==> src/rtl/ygbd_fifo.sv <==
// Two-entry queue between the cell classifier and the box decoder.
`default_nettype none
module ygbd_fifo #(
    parameter int WIDTH = 8
) (
    input  wire logic             aclk,
    input  wire logic             aresetn,
    input  wire logic             push,
    input  wire logic [WIDTH-1:0] wr_data,
    input  wire logic             pop,
    output logic      [WIDTH-1:0] rd_data,
    output logic                  full,
    output logic                  empty
);
    logic [WIDTH-1:0] mem_reg [2];
    logic             wr_ptr_reg, rd_ptr_reg;
    logic [1:0]       count_reg;

    assign full    = count_reg == 2'd2;
    assign empty   = count_reg == 2'd0;
    assign rd_data = mem_reg[rd_ptr_reg];

    always_ff @(posedge aclk) begin
        if (push) mem_reg[wr_ptr_reg] <= wr_data;
    end

    always_ff @(posedge aclk) begin
        if (!aresetn) begin
            wr_ptr_reg <= 1'b0;
            rd_ptr_reg <= 1'b0;
            count_reg  <= 2'd0;
        end else begin
            if (push) wr_ptr_reg <= ~wr_ptr_reg;
            if (pop)  rd_ptr_reg <= ~rd_ptr_reg;
            count_reg <= count_reg + {1'b0, push} - {1'b0, pop};
        end
    end
endmodule
`default_nettype wire

==> config.mk <==
export PLATFORM = sky130hd
export DESIGN_NAME = ygbd_fifo
export DESIGN_NICKNAME = d
export VERILOG_FILES = /design/src/rtl/ygbd_fifo.sv
export SDC_FILE = /design/constraint.sdc
export NUM_CORES = 1
export LEC_CHECK = 0
export ABC_CLOCK_PERIOD_IN_PS = 3830
export BUFFER_PORTS_ARGS = -buffer_cell sky130_fd_sc_hd__buf_4
export CORE_ASPECT_RATIO = 1.1
export CORE_MARGIN = 2
export CORE_UTILIZATION = 45
export CTS_BUF_LIST = sky130_fd_sc_hd__clkbuf_8 sky130_fd_sc_hd__clkbuf_16
export CTS_CLUSTER_DIAMETER = 120
export CTS_CLUSTER_SIZE = 25
export DETAILED_ROUTE_END_ITERATION = 7
export PLACE_DENSITY = 0.76
export REMOVE_ABC_BUFFERS = 1
export SYNTH_ARGS = -nofsm -noshare
export SYNTH_HDL_FRONTEND = slang
export SYNTH_SLANG_ARGS = --single-unit
==> constraint.sdc <==
create_clock -name aclk -period 3.83 [get_ports aclk]
set_clock_uncertainty 0.1 [all_clocks]
set_input_delay 0.383 -clock aclk [delete_from_list [all_inputs] [get_ports aclk]]
set_output_delay 0.383 -clock aclk [all_outputs]
set_load 0.03 [all_outputs]
==> flow_summary.ini <==
[status]
status = finished, final reports clean

[floorplanning]
die_y_um = 48.2
io-pin-count = 22
fp.dieArea_sq_um = 2130
start_util = 0.465
coreArea_sq_um = 1720
num_rows = 16
die_w_um = 44.2

[timing]
hold_ws_ps = 210
max_slew_margin = 0.472
fin_crit_ps = 1810
setup_viol = 0
hold_violations = 0
min_period_over_period = 0.472
slew_violations = 0
tns_ps = 0
rsz0062_at_grt = false
fmax_mhz = 553
worstMarginPinSlew_ps = 790

[global_route]
grt_pass1_wl_um = 1680
grt_pass1_vias = 408
antenna_found_initial = 0
track_usage = 0.122
grt_max_degree = 12
grt-ovfl-total = 0

[worst_setup_path]
criticalPathCategory = reg2out
cp_slowest_cell = dfxtp_1
crit_chain = mux2_2 > buf_4
max_stage_delay_ps = 530
required_ps = 3350
crit_fanout = 8
critPathCaptureType = output pin
startpoint_type = register
arrival_ps = 1320

[routing]
dr.pass1.iters = 4
finalWirelength_um = 1140
detail-route-antenna-nets = 0
via_per_inst = 4.94
drc_errors = 0
first_iter_violations = 2
num_vias = 435
wl_per_cell_um = 13.0

[synthesis]
yosys_warnings = 0
ys_seq_elements = 21
netlist_area_sq_um = 801
syn_avg_cell_area_sq_um = 17.4
synth_cell_types = 12
yosysSeqAreaShare = 0.725
synth_cells = 46

[hold_path]
hold_class = in2reg

[placed_design]
place_area_sq_um = 976
hpwlAfterDp_um = 860
placed_cells = 84
gp_congestion = 0.595
portBuffers = 21

[cts]
clk_path_buf_depth = 2
tritoncts = done
cts_buffers = 3
path_clk_slew_ps = 70
ctsHtreeMaxLevel = 1
cts-root-buf = clkbuf_8
insertion_delay_ps = 250
cts_setup_buffers = 0
cts_repair_resize_count = 0
cts_sinks = 21
hold_buffers = 0

[cells_and_area]
fin_util = 0.593
nets = 85
final-instance-count-excl-fill = 88
final_area_sq_um = 1020
antenna_cells = 0
area_growth_pct = 27.5
largest_reg_flops = 16
layout-drive-gt1-share = 0.457

[pwr]
ir_worst_vdd_mv = 0.259
p_per_area_nw_per_um2 = 500
power_leakage_nw = 0.415

[run]
maxCapViolations = 0
-- final cells by class --
type	count	area, sq um
flip-flops and latches	21	581
fillers	137	701
clock inverters	1	3.75
repair buffers	21	158
clock buffers	3	41.3
multi-input cells	22	208
well taps	18	22.5
inverters	2	7.51
-- cell families after synthesis --
family | synth area share
adder cells (fa/ha/maj) | 0.0312
AND/OR/NAND/NOR | 0.0672
flip-flops | 0.725
buffers and inverters | 0.0156
multiplexers | 0.113
AO/OA/AOI/OAI | 0.00938
XOR/XNOR | 0.0391
-- power by group --
group	total [W]	switching, W	internal (W)
Clock	0.000134	0.0000631	0.0000711
Combinational	0.000104	0.0000526	0.0000510
Sequential	0.000272	0.00000966	0.000263
-- worst max-delay path, delay by kind of cell (launching register included) --
| family | cells | cell delay (ps) |
|---|---|---|
| flip-flops | 1 | 530 |
| multiplexers | 1 | 380 |
| buffers and inverters | 1 | 170 |
-- Yosys cell counts --
| library cell | n | area (sq um) |
|---|---|---|
| edfxtp_1 | 16 | 480 |
| mux2_2 | 8 | 90.1 |
| dfxtp_1 | 5 | 100 |
| and2_1 | 4 | 25.0 |
| nor2b_1 | 4 | 25.0 |
| ha_1 | 2 | 25.0 |
| inv_1 | 2 | 7.51 |
| buf_2 | 1 | 5.00 |
| nor2_1 | 1 | 3.75 |
| o21a_1 | 1 | 7.51 |
| xnor3_1 | 1 | 22.5 |
| xor2_1 | 1 | 8.76 |
-- layout by cell type (no fill, tap or decap) --
| cell type | instances |
|---|---|
| o21a_1 | 1 |
| ha_1 | 2 |
| inv_1 | 3 |
| nor2b_1 | 4 |
| and2_1 | 4 |
| xnor3_1 | 1 |
| dfxtp_1 | 5 |
| buf_4 | 21 |
| nor2_1 | 1 |
| edfxtp_1 | 16 |
| mux2_2 | 8 |
| xor2_1 | 1 |
| clkbuf_8 | 3 |
-- worst paths after layout --
kind / start / end / slack [ps] / cells after the start
max: register / rd_data[4] / 2020 / 2
min: wr_data[3] / mem_reg[0][3] / 210 / 1
max reg2reg: wr_ptr_reg / mem_reg[0][7] / 2420 / 1
min reg2reg: rd_ptr_reg / register / 500 / 2
-- per-stage QoR --
step,setup slack [ps],power [W]
after floorplan,2450,0.000343
after global placement,2250,0.000379
after detailed placement,2190,0.000383
after CTS,1990,0.000518
after global routing,1960,0.000536
final,2020,0.000510
-- layer usage --
| layer | track usage | wire, um | vias up |
|---|---|---|---|
| li1 | - | - | 212 |
| met1 | 0.121 | 407 | 205 |
| met2 | 0.209 | 630 | 16 |
| met3 | 0.0519 | 91 | 2 |
| met4 | 0.0909 | 11 | 0 |
| met5 | 0 | 0 | - |
Note: power is estimated with default switching activity, not from simulation.
