==> config.mk <==
export PLATFORM = sky130hd
export DESIGN_NAME = ygbd_front
export DESIGN_NICKNAME = d
export VERILOG_FILES = /design/src/rtl/ygbd_pkg.sv /design/src/rtl/ygbd_front.sv
export SDC_FILE = /design/constraint.sdc
export NUM_CORES = 1
export LEC_CHECK = 0
export BUFFER_PORTS_ARGS = -buffer_cell sky130_fd_sc_hd__buf_2
export CAP_MARGIN = 20
export CORE_ASPECT_RATIO = 1.5
export CORE_MARGIN = 2
export CORE_UTILIZATION = 51
export DETAILED_ROUTE_END_ITERATION = 16
export HOLD_SLACK_MARGIN = 0.05
export PLACE_DENSITY = 0.86
export SETUP_SLACK_MARGIN = 0.1
export SLEW_MARGIN = 20
export SYNTH_ARGS = -nofsm -noshare
export SYNTH_HDL_FRONTEND = slang
export SYNTH_SLANG_ARGS = --single-unit
==> constraint.sdc <==
create_clock -name aclk -period 5.74 [get_ports aclk]
set_clock_uncertainty 0.1 [all_clocks]
set_input_delay 0 -clock aclk [delete_from_list [all_inputs] [get_ports aclk]]
set_output_delay 0 -clock aclk [all_outputs]
set_load 0.01 [all_outputs]
==> src/rtl/ygbd_pkg.sv <==
// Shared constants, register indexes and helper functions of the YOLO grid box decoder.
`default_nettype none
package ygbd_pkg;

    localparam int DEF_MAX_CLASSES      = 128;
    localparam int DEF_ANCHORS_PER_CELL = 3;
    localparam int DEF_MAX_GRID_SIDE    = 512;
    localparam int DEF_SIG_DEPTH        = 1024;

    localparam int CFG_IDX_W  = 8;
    localparam int CFG_DATA_W = 32;

    localparam logic [CFG_IDX_W-1:0] REG_STRIDE_SHIFT    = 8'd0;
    localparam logic [CFG_IDX_W-1:0] REG_MODEL_WIDTH     = 8'd1;
    localparam logic [CFG_IDX_W-1:0] REG_MODEL_HEIGHT    = 8'd2;
    localparam logic [CFG_IDX_W-1:0] REG_MIN_SCORE       = 8'd3;
    localparam logic [CFG_IDX_W-1:0] REG_CLASS_COUNT     = 8'd4;
    localparam logic [CFG_IDX_W-1:0] REG_ANCHOR_ZERO     = 8'd5;
    localparam logic [CFG_IDX_W-1:0] REG_ANCHOR_ONE      = 8'd6;
    localparam logic [CFG_IDX_W-1:0] REG_ANCHOR_TWO      = 8'd7;

    localparam logic [63:0] EXP_STEP_Q32 = 64'd4278222805;

    typedef struct packed {
        logic [2:0]  stride_shift;
        logic [12:0] model_width;
        logic [12:0] model_height;
        logic [15:0] min_score;
        logic [7:0]  class_count;
        logic [31:0] anchor_zero;
        logic [31:0] anchor_one;
        logic [31:0] anchor_two;
    } cfg_t;

    // elaboration-time restoring divide
    function automatic logic [63:0] udiv(input logic [63:0] n, input logic [63:0] d);
        logic [64:0] rem;
        logic [63:0] q;
        rem = '0;
        q   = '0;
        for (int k = 63; k >= 0; k--) begin
            rem = {rem[63:0], n[k]};
            if (rem >= {1'b0, d}) begin
                rem  = rem - {1'b0, d};
                q[k] = 1'b1;
            end
        end
        return q;
    endfunction

    function automatic logic [63:0] exp_neg_q32(input logic [15:0] mag);
        logic [63:0] r;
        logic [63:0] b;
        r = 64'd1 << 32;
        b = EXP_STEP_Q32;
        for (int k = 0; k < 16; k++) begin
            if (mag[k]) r = (r * b) >> 32;
            b = (b * b) >> 32;
        end
        return r;
    endfunction

    function automatic logic [15:0] sig_entry(input int i, input int depth);
        logic [63:0] cu;
        logic [63:0] mag;
        logic        neg;
        logic [63:0] e;
        logic [63:0] den;
        logic [63:0] r;
        cu  = udiv(64'((2 * i + 1)) * 64'd65536, 64'(2 * depth));
        neg = cu < 64'd32768;
        mag = neg ? (64'd32768 - cu) : (cu - 64'd32768);
        e   = exp_neg_q32(mag[15:0]);
        den = (64'd1 << 32) + e;
        if (!neg) begin
            r = udiv((64'd1 << 48) + (den >> 1), den);
            if (r > 64'd65535) r = 64'd65535;
        end else begin
            r = udiv((e << 16) + (den >> 1), den);
        end
        return r[15:0];
    endfunction

    function automatic logic [15:0] to_q4(input logic signed [63:0] v);
        logic [63:0] q;
        if (v <= 64'sd0) return 16'd0;
        q = (64'(v) + (64'd1 << 27)) >> 28;
        return (q > 64'd65535) ? 16'hFFFF : q[15:0];
    endfunction

endpackage
`default_nettype wire

==> src/rtl/ygbd_front.sv <==
// Front end: position counters, box logit capture and running class argmax.
`default_nettype none
module ygbd_front
    import ygbd_pkg::*;
#(
    parameter int MAX_CLASSES      = DEF_MAX_CLASSES,
    parameter int ANCHORS_PER_CELL = DEF_ANCHORS_PER_CELL,
    parameter int MAX_GRID_SIDE    = DEF_MAX_GRID_SIDE,
    parameter int GW               = $clog2(MAX_GRID_SIDE + 1),
    parameter int AW               = (ANCHORS_PER_CELL > 1) ? $clog2(ANCHORS_PER_CELL) : 1,
    parameter int REC_W            = 4 * 16 + 16 + 16 + 7 + 2 * GW + AW
) (
    input  wire logic              aclk,
    input  wire logic              aresetn,
    input  wire cfg_t              cfg,
    input  wire logic              s_valid,
    input  wire logic              s_ready,
    input  wire logic signed [15:0] s_logit,
    input  wire logic              s_map_start,
    output logic                   push,
    output logic       [REC_W-1:0] rec
);
    logic [7:0]        ec_reg, ec_cur;
    logic [GW-1:0]     col_reg, col_cur, row_reg, row_cur;
    logic [AW-1:0]     anc_reg, anc_cur;
    logic [15:0]       box_reg [4];
    logic [15:0]       obj_reg;
    logic signed [15:0] best_reg, best_next;
    logic [6:0]        bidx_reg, bidx_next;
    logic [7:0]        cc_eff;
    logic [8:0]        last;
    logic              end_cell, acc;
    logic [13:0]       wside, hside;

    function automatic logic [13:0] side(input logic [12:0] px, input logic [2:0] sh);
        logic [12:0] n;
        n = px >> sh;
        if (n == 13'd0) return 14'd1;
        if ({1'b0, n} > 14'(MAX_GRID_SIDE)) return 14'(MAX_GRID_SIDE);
        return {1'b0, n};
    endfunction

    assign acc     = s_valid && s_ready;
    assign ec_cur  = s_map_start ? 8'd0 : ec_reg;
    assign col_cur = s_map_start ? '0 : col_reg;
    assign row_cur = s_map_start ? '0 : row_reg;
    assign anc_cur = s_map_start ? '0 : anc_reg;
    assign cc_eff  = (cfg.class_count == 8'd0) ? 8'd1 :
                     (cfg.class_count > 8'(MAX_CLASSES)) ? 8'(MAX_CLASSES) : cfg.class_count;
    assign last     = 9'd4 + {1'b0, cc_eff};
    assign end_cell = {1'b0, ec_cur} >= last;
    assign wside    = side(cfg.model_width, cfg.stride_shift);
    assign hside    = side(cfg.model_height, cfg.stride_shift);

    always_comb begin
        best_next = best_reg;
        bidx_next = bidx_reg;
        if (ec_cur == 8'd4) begin
            best_next = -16'sd32768;
            bidx_next = 7'd0;
        end else if (ec_cur > 8'd4 && (ec_cur == 8'd5 || s_logit > best_reg)) begin
            best_next = s_logit;
            bidx_next = 7'(ec_cur - 8'd5);
        end
    end

    assign push = acc && end_cell;
    assign rec  = {box_reg[0], box_reg[1], box_reg[2], box_reg[3], obj_reg,
                   best_next, bidx_next, col_cur, row_cur, anc_cur};

    always_ff @(posedge aclk) begin
        if (acc && ec_cur < 8'd4) box_reg[ec_cur[1:0]] <= s_logit;
        if (acc && ec_cur == 8'd4) obj_reg <= s_logit;
    end

    always_ff @(posedge aclk) begin
        if (!aresetn) begin
            ec_reg   <= 8'd0;
            col_reg  <= '0;
            row_reg  <= '0;
            anc_reg  <= '0;
            best_reg <= -16'sd32768;
            bidx_reg <= 7'd0;
        end else if (acc) begin
            best_reg <= best_next;
            bidx_reg <= bidx_next;
            if (end_cell) begin
                ec_reg  <= 8'd0;
                col_reg <= col_cur;
                row_reg <= row_cur;
                anc_reg <= anc_cur;
                if (14'(col_cur) + 14'd1 >= wside) begin
                    col_reg <= '0;
                    if (14'(row_cur) + 14'd1 >= hside) begin
                        row_reg <= '0;
                        anc_reg <= (32'(anc_cur) + 1 >= ANCHORS_PER_CELL) ? '0 :
                                   AW'(anc_cur + 1'b1);
                    end else begin
                        row_reg <= row_cur + 1'b1;
                    end
                end else begin
                    col_reg <= col_cur + 1'b1;
                end
            end else begin
                ec_reg  <= ec_cur + 8'd1;
                col_reg <= col_cur;
                row_reg <= row_cur;
                anc_reg <= anc_cur;
            end
        end
    end
endmodule
`default_nettype wire

==> results of run 1 <==
## stage by stage
step / power (mW) / hold WS, ns
3_3_place_gp: 1.41 / 0.178
2_1_floorplan: 1.30 / -0.00113
6_report: 2.53 / 0.166
3_5_place_dp: 1.42 / 0.189
5_1_grt: 2.62 / 0.255
4_1_cts: 2.52 / 0.160
## synth_stat cells, drive strengths merged, types with 7 or more instances
cell and instances:
edfxtp 80, nand2 78, dfxtp 53, ha 53, nor2 42, inv 40
o21ai 39, clkbuf 33, nor2b 31, a21oi 30, mux2i 26, nand3 25
a32o 24, and3 17, mux4 14, nand2b 14, nor3 14, nor4 13
xor2 12, a211oi 10, buf 10, xnor2 10, a21o 9, a31oi 9
mux2 9, nand4 9, o211ai 8, o21a 8, a32oi 7
## layer usage
layer	global-route usage	part of all wire	vias up
met5	0	0	-
met4	0.122	0.035	0
met3	0.0651	0.093	74
met2	0.489	0.51	460
met1	0.287	0.36	3518
li1	-	-	3488
## critical path: stages
cell and delay (ns):
buf_2 0.30, buf_4 0.42, mux2i_1 0.24, o21ai_0 0.12, or4_4 0.49, a2111oi_4 0.51
nor4b_4 0.41, o221ai_1 0.17, ha_1 0.34, nand2_1 0.05, o21ai_0 0.18, a221oi_1 0.13
o21ai_1 0.83, a221oi_1 0.17, buf_4 0.22, o31a_1 0.27
## power breakdown
group / total [mW] / internal [mW] / leakage [nW] / switching [mW]
clock: 1.11 / 0.654 / 0.282 / 0.453
sequential: 1.04 / 1.03 / 1.15 / 0.0113
combinational: 0.383 / 0.151 / 2.87 / 0.231
total: 2.53 / 1.83 / 4.31 / 0.696
## how the worst max path moves through the flow
stage             start                      end  slack (ns)  cells past startpoint
2_1_floorplan  cfg[146]  row_reg[0]$_SDFFE_PN0P_        1.75                     14
3_3_place_gp   cfg[146]  row_reg[9]$_SDFFE_PN0P_        0.74                     14
3_5_place_dp   cfg[146]  row_reg[9]$_SDFFE_PN0P_        0.75                     14
4_1_cts        cfg[146]  row_reg[9]$_SDFFE_PN0P_        1.18                     14
5_1_grt        cfg[146]  row_reg[0]$_SDFFE_PN0P_        0.76                     16
6_report       cfg[146]  row_reg[0]$_SDFFE_PN0P_        1.09                     16
## cell type report
cell class                      instances  share of cell area
Clock inverter                         14              0.0163
Timing Repair Buffer                  210               0.115
Multi-Input combinational cell        600               0.441
Clock buffer                           18              0.0426
Sequential cell                       133               0.344
Tap cell                              203              0.0252
Inverter                               41              0.0153
## kinds of logic (layout without fill, tap and decap cells)
family	after synthesis	count (layout)	synth area share
simple gates	277	277	0.176
compound gates	197	197	0.174
flops	133	133	0.421
buf+inv	84	283	0.0418
fa+ha+maj	53	53	0.0806
mux	49	49	0.0831
xor+xnor	22	22	0.0234
other cells	1	2	0.000456
==> impl_metrics.yaml, run 1 <==
sta:
  setup_ws_ns: 1.09
  final_hold_viol_count: 0
  worst_pin_slew_ns: 1.08
  rsz0062_at_grt: "false"
  fin_setup_tns_ns: 0
  max_freq_mhz: 215
  relSlewSlack: 0.281
  final_max_slew_viol_count: 0
  fin_crit_ns: 4.65
  finalCritPeriodShare: 0.811
  finalSetupViolCount: 0
worst_setup_path:
  cp.arrival_ns: 4.86
  cp.required_ns: 5.95
  start_kind: "input pin"
  reg2reg_to: "row_reg[0]$_SDFFE_PN0P_"
  r2r_start: "col_reg[0]$_SDFFE_PN0P_"
  critPathKind: "input pin to flip-flop"
  reg2reg_setup_slack_ns: 1.37
  r2r_cells: 14
  worstSetupEndpointType: "flip-flop"
  cp_max_fo: 31
min_path:
  hold_end: "ec_reg[3]$_SDFFE_PN0P_"
  hp-class: "input pin to flip-flop"
  hold_depth: 4
  min-delay-start: "s_map_start"
routing:
  drc: 0
  drt_wl_total_mm: 23.3
  first_pass_iters: 6
  routed_via_density: 6.19
  avgRoutedWirePerCell_um: 19.1
  dr_total_vias: 7540
  drtIter0Drc: 432
  drtAntennaViolNets: 0
layout:
  fill_cells: 1219
  insertedDiodeCount: 0
  seqCellArea_um2: 3460
  multi_input_area_um2: 4440
  area_delta_synth_final_pct: 22.3
  largest_reg_flops: 64
  fin_area_um2: 10100
  drive_above_1_share: 0.253
  mostFrequentLayoutCell: "buf_2"
  final_cells: 1219
  final_cell_mix: "buf_2 (183), edfxtp_1 (80), nand2_1 (78)"
  post-route-util: 0.641
  nNetsFinal: 1226
synth:
  synth-seq-area-share: 0.421
  syn_inst: 816
  synthesis.area_um2: 8230
  synth-seq-cells: 133
  synth-main-ff-cell: "edfxtp_1"
  async_flop_share: 0
  synth-edff-count: 80
  ys_warn_count: 0
  syn_avg_cell_area_um2: 10.1
  synth_area_leaders: "edfxtp_1 (29%), dfxtp_1 (13%), ha_1 (8.1%)"
  yosys.area.top_type: "edfxtp_1"
  synth_top_area_share: 0.292
  synth_cell_types: 78
global_route:
  overflow: 0
  antenna_found_initial: 0
  grt_max_degree: 36
  grt_pass1_wl_mm: 37.0
  track_usage: 0.269
  first_global_vias: 7586
clock_network:
  clock-root-buffer: "clkbuf_16"
  clock_path_buffers: 2
  htreeDepth: 4
  numCtsBuffers: 17
  cts_resized: 0
  cts_tree: "done"
  post-cts-setup-buffer-count: 0
  cts_sinks: 133
  clock_latency_ns: 0.42
  cts.clk_slew.worst_paths_ns: 0.06
  hold_buffers: 17
floorplanning:
  io_pins: 296
  die_area_um2: 17200
  rows: 56
  core-area_um2: 15700
  start_util: 0.524
  die_height_um: 160
  die_x_um: 108
status:
  status: "finished clean"
placement:
  placed_cells: 1170
  placed_area_um2: 9300
  place_ws_ns: 0.755
  hpwlAfterDp_mm: 15.9
  port_buffers: 183
  gp_congestion: 0.938
run:
  maxCapViolCount: 0
power:
  peakVddDrop_uv: 213
  p_leak_nw: 4.31
  p_per_area_nw_per_um2: 251
No activity file was read; power rests on OpenSTA's default activity.
==> run 2: changes to the inputs <==
ABC_AREA = 1   (was not set)
clock period = 4.7 ns   (was 5.74 ns; I/O delays follow)
==> run 2 against run 1 <==
Compared with the run above: sequential power up 24%; die area unchanged; non-clock buffer count unchanged.
==> impl_metrics.yaml, run 2 <==
sta:
  setup_ws_ns: 1.16
  max_freq_mhz: 282
  relSlewSlack: 0.466
  finalCritPeriodShare: 0.754
  rsz0062_at_grt: "false"
  worst_pin_slew_ns: 0.801
  timing.hold.ws_ns: 0.0859
  fin_crit_ns: 3.54
  fin_setup_tns_ns: 0
  final_hold_viol_count: 0
  finalSetupViolCount: 0
  final_max_slew_viol_count: 0
placement:
  port_buffers: 183
  gp_congestion: 0.961
  place_ws_ns: 0.863
  hpwlAfterDp_mm: 16.1
  placed_area_um2: 9260
  placed_cells: 1399
routing:
  drtIter0Drc: 461
  drc: 0
  dr_total_vias: 7925
  routed_via_density: 5.47
  avgRoutedWirePerCell_um: 15.8
  first_pass_iters: 5
  drtAntennaViolNets: 0
  drt_wl_total_mm: 22.9
global_route:
  grt.met1_usage: 0.290
  grt_util_met2: 0.477
  antenna_found_initial: 0
  track_usage: 0.267
  first_global_vias: 7618
  grt_util_met3: 0.0598
  grt_max_degree: 58
  grt_pass1_wl_mm: 36.5
  busiest_layer: "met2"
  overflow: 0
synth:
  synthMuxAreaShare: 0.00122
  yosys.area.top_type: "edfxtp_1"
  async_flop_share: 0
  yosysMostFrequentCell: "nand2_1"
  synth-main-ff-cell: "edfxtp_1"
  synth_top_area_share: 0.292
  ys_warn_count: 0
  synth-seq-area-share: 0.421
  syn_inst: 1043
  syn_avg_cell_area_um2: 7.89
  synthesis.area_um2: 8230
  synth-edff-count: 80
  yosys.area_share.xor_xnor: 0.0286
  synth_cell_types: 48
  synth-seq-cells: 133
  synth_area_leaders: "edfxtp_1 (29%), dfxtp_1 (13%), nand2_1 (9.8%)"
  yosys-top-cells-count: "nand2_1 (214), inv_1 (157), nand3_1 (95)"
  synth-simple-area-share: 0.238
  synth_top_family_by_area: "simple AND/OR/NAND/NOR gates"
  synth-adder-area-share: 0.0806
  synth_compound_area_frac: 0.127
clock_network:
  cts_resized: 0
  cts.clk_slew.worst_paths_ns: 0.06
  cts_tree: "done"
  hold_buffers: 17
  clock_path_buffers: 2
  clock_latency_ns: 0.41
  htreeDepth: 4
  cts_sinks: 133
  post-cts-setup-buffer-count: 0
  numCtsBuffers: 17
  clock-root-buffer: "clkbuf_16"
floorplanning:
  core-area_um2: 15700
  start_util: 0.524
  die_height_um: 160
  rows: 56
  die_x_um: 108
  die_area_um2: 17200
  io_pins: 296
layout:
  largest_reg_flops: 64
  post-route-util: 0.639
  mostFrequentLayoutCell: "nand2_1"
  fin_area_um2: 10000
  final_cells: 1449
  fill_cells: 1262
  drive_above_1_share: 0.214
  final_cell_mix: "nand2_1 (214), buf_2 (183), inv_1 (156)"
  nNetsFinal: 1455
  area_delta_synth_final_pct: 21.8
worst_setup_path:
  critPathKind: "flip-flop to flip-flop"
  critPathLaunch: "row_reg[0]$_SDFFE_PN0P_"
  cp.arrival_ns: 3.78
  reg2reg_to: "row_reg[0]$_SDFFE_PN0P_"
  r2r_cells: 19
  cp_max_fo: 7
  endpoint: "row_reg[0]$_SDFFE_PN0P_"
  reg2reg_setup_slack_ns: 1.16
  cp.required_ns: 4.94
  r2r_start: "row_reg[0]$_SDFFE_PN0P_"
  start_kind: "flip-flop"
  worstSetupEndpointType: "flip-flop"
power:
  p_leak_nw: 4.96
  peakVddDrop_uv: 384
  p_per_area_nw_per_um2: 323
  totalPowerFinal_mw: 3.24
min_path:
  hold_depth: 5
  hp-class: "input pin to flip-flop"
run:
  maxCapViolCount: 0
status:
  status: "finished clean"
## run 2: changes by cell type after synthesis, sizes merged, moves of 25 or more
cell and change:
a21oi +53, nand3 +73, mux2i -25, o21ai +53, nand2 +145, inv +125
nor2b -31
## run 2: critical path, stage by stage (launching register included)
cell	delay (ns)
dfxtp_1	0.32
inv_1	0.04
nor2_1	0.38
ha_1	0.28
nand3_1	0.13
nor2_1	0.11
nand2_1	0.09
nor2_1	0.19
nand2_1	0.09
o21ai_0	0.09
nand2_1	0.07
inv_1	0.12
ha_1	0.24
nand2_1	0.09
o21ai_0	0.09
a21oi_1	0.13
nand3_1	0.22
nor2_1	0.43
nand2_1	0.10
a21oi_1	0.15
## run 2: cell families (layout without fill, tap and decap cells)
logic type | after synthesis | count (layout)
fa+ha+maj | 53 | 53
buf+inv | 207 | 408
other cells | 1 | 3
flops | 133 | 133
xor+xnor | 26 | 26
mux | 1 | 1
compound gates | 193 | 193
simple gates | 429 | 429
## run 2: worst min-delay path by stage
stage                     startpoint                 endpoint  slack (ns)
after CTS                    s_ready   ec_reg[5]$_SDFFE_PN0P_        0.07
final                        s_ready   ec_reg[4]$_SDFFE_PN0P_        0.09
after global routing         aresetn  row_reg[8]$_SDFFE_PN0P_        0.14
after floorplan           s_logit[0]  box_reg[0][0]$_DFFE_PP_      -0.001
after detailed placement  s_logit[0]     obj_reg[0]$_DFFE_PP_        0.17
after global placement    s_logit[0]  box_reg[1][0]$_DFFE_PP_        0.16
## run 2: layout make-up
type / count / area, um^2 / area share
multi-input cells: 704 / 3920 / 0.391
clock buffers: 17 / 425 / 0.0424
diodes: 1 / 2.50 / 0.000250
flip-flops and latches: 133 / 3460 / 0.345
well taps: 203 / 254 / 0.0253
clock inverters: 15 / 173 / 0.0172
inverters: 166 / 626 / 0.0624
repair buffers: 210 / 1160 / 0.116
## run 2: per-layer routing
| metal | part of all wire | wire length, um |
|---|---|---|
| met2 | 0.51 | 11700 |
| met4 | 0.040 | 912 |
| met3 | 0.094 | 2150 |
| met5 | 0 | 0 |
| met1 | 0.36 | 8150 |
## run 2: power by group
group | switching, mW | total, mW | internal (mW) | leakage [nW]
clock network | 0.549 | 1.34 | 0.795 | 0.287
logic | 0.404 | 0.607 | 0.204 | 3.52
registers | 0.0194 | 1.29 | 1.27 | 1.16
total | 0.973 | 3.24 | 2.27 | 4.96
==> run 3: changes to the inputs <==
ABC_AREA = 0   (was 1)
clock period = 3.7 ns   (was 4.7 ns; I/O delays follow)
==> run 3 against run 2 <==
Compared with the run above: cell area increased by 7.0%; first-iteration DRC count increased by 16%; clock power increased by 28%; core utilization increased by 4.5 points; hold slack improved by 0.12 ns; critical path type is now input pin to flip-flop; combinational power increased by 12%; count of clock-buffer cells in the layout increased by 1; sequential cell count unchanged; sequential share of layout area decreased by 2.3 points; wire length increased by 5.6%; sequential power increased by 26%; critical endpoint is now anc_reg[1]$_SDFFE_PN0P_; highest routed layer unchanged.
==> impl_metrics.yaml, run 3 (synthesized netlist as in run 1, its figures left out) <==
routing:
  avgRoutedWirePerCell_um: 18.9
  drtIter0Drc: 535
  drt_wl_total_mm: 24.1
  first_pass_iters: 6
  drtAntennaViolNets: 0
  routed_via_density: 6.11
  dr_total_vias: 7819
  drc: 0
floorplanning:
  start_util: 0.524
  die_x_um: 108
  core-area_um2: 15700
  io_pins: 296
  die_area_um2: 17200
  die_height_um: 160
  rows: 56
power:
  peakVddDrop_uv: 579
  p_per_area_nw_per_um2: 374
  p_leak_nw: 4.66
global_route:
  grt_pass1_wl_mm: 37.6
  overflow: 0
  grt_max_degree: 27
  track_usage: 0.274
  antenna_found_initial: 0
  first_global_vias: 7598
clock_network:
  cts_tree: "done"
  numCtsBuffers: 17
  htreeDepth: 4
  clock-root-buffer: "clkbuf_16"
  cts_sinks: 133
  clock_latency_ns: 0.42
  cts.clk_slew.worst_paths_ns: 0.06
  clock_path_buffers: 2
sta:
  rsz0062_at_grt: "true"
  fin_crit_ns: 3.61
  relSlewSlack: 0.358
  final_hold_viol_count: 0
  worst_pin_slew_ns: 0.963
  finalCritPeriodShare: 0.976
  fin_setup_tns_ns: 0
  finalSetupViolCount: 0
  final_max_slew_viol_count: 0
  max_freq_mhz: 277
layout:
  nNetsFinal: 1286
  final_cells: 1279
  drive_above_1_share: 0.313
  fill_cells: 1107
  insertedDiodeCount: 0
  mostFrequentLayoutCell: "buf_2"
  area_delta_synth_final_pct: 30.3
  largest_reg_flops: 64
  final_cell_mix: "buf_2 (182), edfxtp_1 (80), nand2_1 (77)"
worst_setup_path:
  cp.arrival_ns: 3.84
  cp.required_ns: 3.93
  reg2reg_setup_slack_ns: 0.19
  max_stage_delay_ns: 0.50
  crit_buf_inv: 3
  crit_chain: "buf_12 > mux2_4 > mux2_4 > or4_4 > a2111oi_4 > nor4b_4 > buf_4 > o221ai_2 > ha_2 > nand2_2 > o21ai_2 > a221oi_4 > o21a_1 > buf_6 > or3_4 > o311ai_2"
  cpLargestDelayFamily: "simple AND/OR/NAND/NOR gates"
  r2r_start: "col_reg[0]$_SDFFE_PN0P_"
  cp_max_fo: 7
  worstSetupEndpointType: "flip-flop"
  critPathKind: "input pin to flip-flop"
  r2r_cells: 14
  cpMostUsedCell: "mux2_4"
  critPathSlowestCell: "or4_4"
  reg2reg_to: "anc_reg[1]$_SDFFE_PN0P_"
  start_kind: "input pin"
min_path:
  hold_end: "anc_reg[1]$_SDFFE_PN0P_"
  min-delay-start: "s_map_start"
  hp-class: "input pin to flip-flop"
  hold_depth: 4
placement:
  hpwlAfterDp_mm: 17.1
  gp_congestion: 0.943
  port_buffers: 183
  placed_cells: 1226
status:
  status: "finished clean"
run:
  maxCapViolCount: 0
[run 3: cell count changes in the layout (fill, tap and decap cells not counted), moves of 14 or more]
cell	previous run	this run
nand2_1	214	77
inv_1	156	40
nand3_1	95	25
a21oi_1	83	28
buf_4	10	63
o21ai_0	68	34
nor2b_1	0	31
mux2i_1	1	26
a32o_1	0	24
nor2_1	59	42
and3_1	1	17
o21ai_1	18	3
mux4_2	0	14
nand2b_1	0	14
[run 3: worst max path at each step]
stage	from	to	cells past startpoint
CTS	best_reg[14]$_SDFFE_PN0P_	rec[34]	10
global route	col_reg[0]$_SDFFE_PN0P_	anc_reg[1]$_SDFFE_PN0P_	15
finish	cfg[146]	anc_reg[1]$_SDFFE_PN0P_	16
floorplan	cfg[146]	row_reg[1]$_SDFFE_PN0P_	16
detailed placement	cfg[146]	row_reg[7]$_SDFFE_PN0P_	15
global placement	cfg[146]	anc_reg[1]$_SDFFE_PN0P_	17
[run 3: final cells by class]
cell class,count,area (um^2),share of cell area
clock buffer,18,429,0.0400
clock inverter,14,168,0.0156
inverter,41,154,0.0143
multi-input combinational,600,4580,0.427
sequential,133,3460,0.323
tap,203,254,0.0237
timing repair buffer,270,1680,0.157
[run 3: per-stage QoR]
step / total power [mW] / area (um^2) / util / setup WS (ns) / hold WS, ns
floorplan: 2.03 / 8330 / - / 0.0779 / -0.00113
global placement: 2.25 / 9820 / 0.626 / -0.189 / 0.170
detailed placement: 2.27 / 9820 / 0.626 / -0.268 / 0.178
CTS: 3.99 / 10600 / 0.675 / 0.104 / 0.164
global route: 4.15 / 10700 / 0.684 / -0.112 / 0.200
finish: 4.02 / 10700 / 0.684 / 0.0889 / 0.208
[run 3: timing repair]
action	CTS	global route
endpoints found under the hold margin	107	0
buffers inserted	0	4
resized for setup	0	25
endpoints found under the setup margin	0	42
hold buffers	17	0
[run 3: worst register-to-register path: stages, from the launching register on]
cell      delay, ns
dfxtp_1        0.39
nor2b_1        0.33
ha_1           0.23
nand4_1        0.10
nor3b_1        0.29
nand3_1        0.21
nand2_1        0.12
o21ai_0        0.11
ha_1           0.29
nand2_1        0.06
or2_4          0.27
o21a_1         0.21
buf_6          0.13
or3_4          0.34
o311ai_2       0.25
[run 3: power breakdown]
part           leakage (nW)  internal [mW]  switching [mW]  total [mW]
Combinational          3.22          0.297           0.385       0.682
Sequential             1.15           1.60          0.0176        1.62
Clock                 0.287           1.02           0.702        1.72
Total                  4.66           2.91            1.10        4.02
[run 3: metal layers]
metal | vias up | global-route usage | share of wire
met5 | - | 0 | 0
met3 | 84 | 0.0626 | 0.091
li1 | 3604 | - | -
met2 | 458 | 0.495 | 0.51
met4 | 0 | 0.118 | 0.035
met1 | 3673 | 0.300 | 0.36
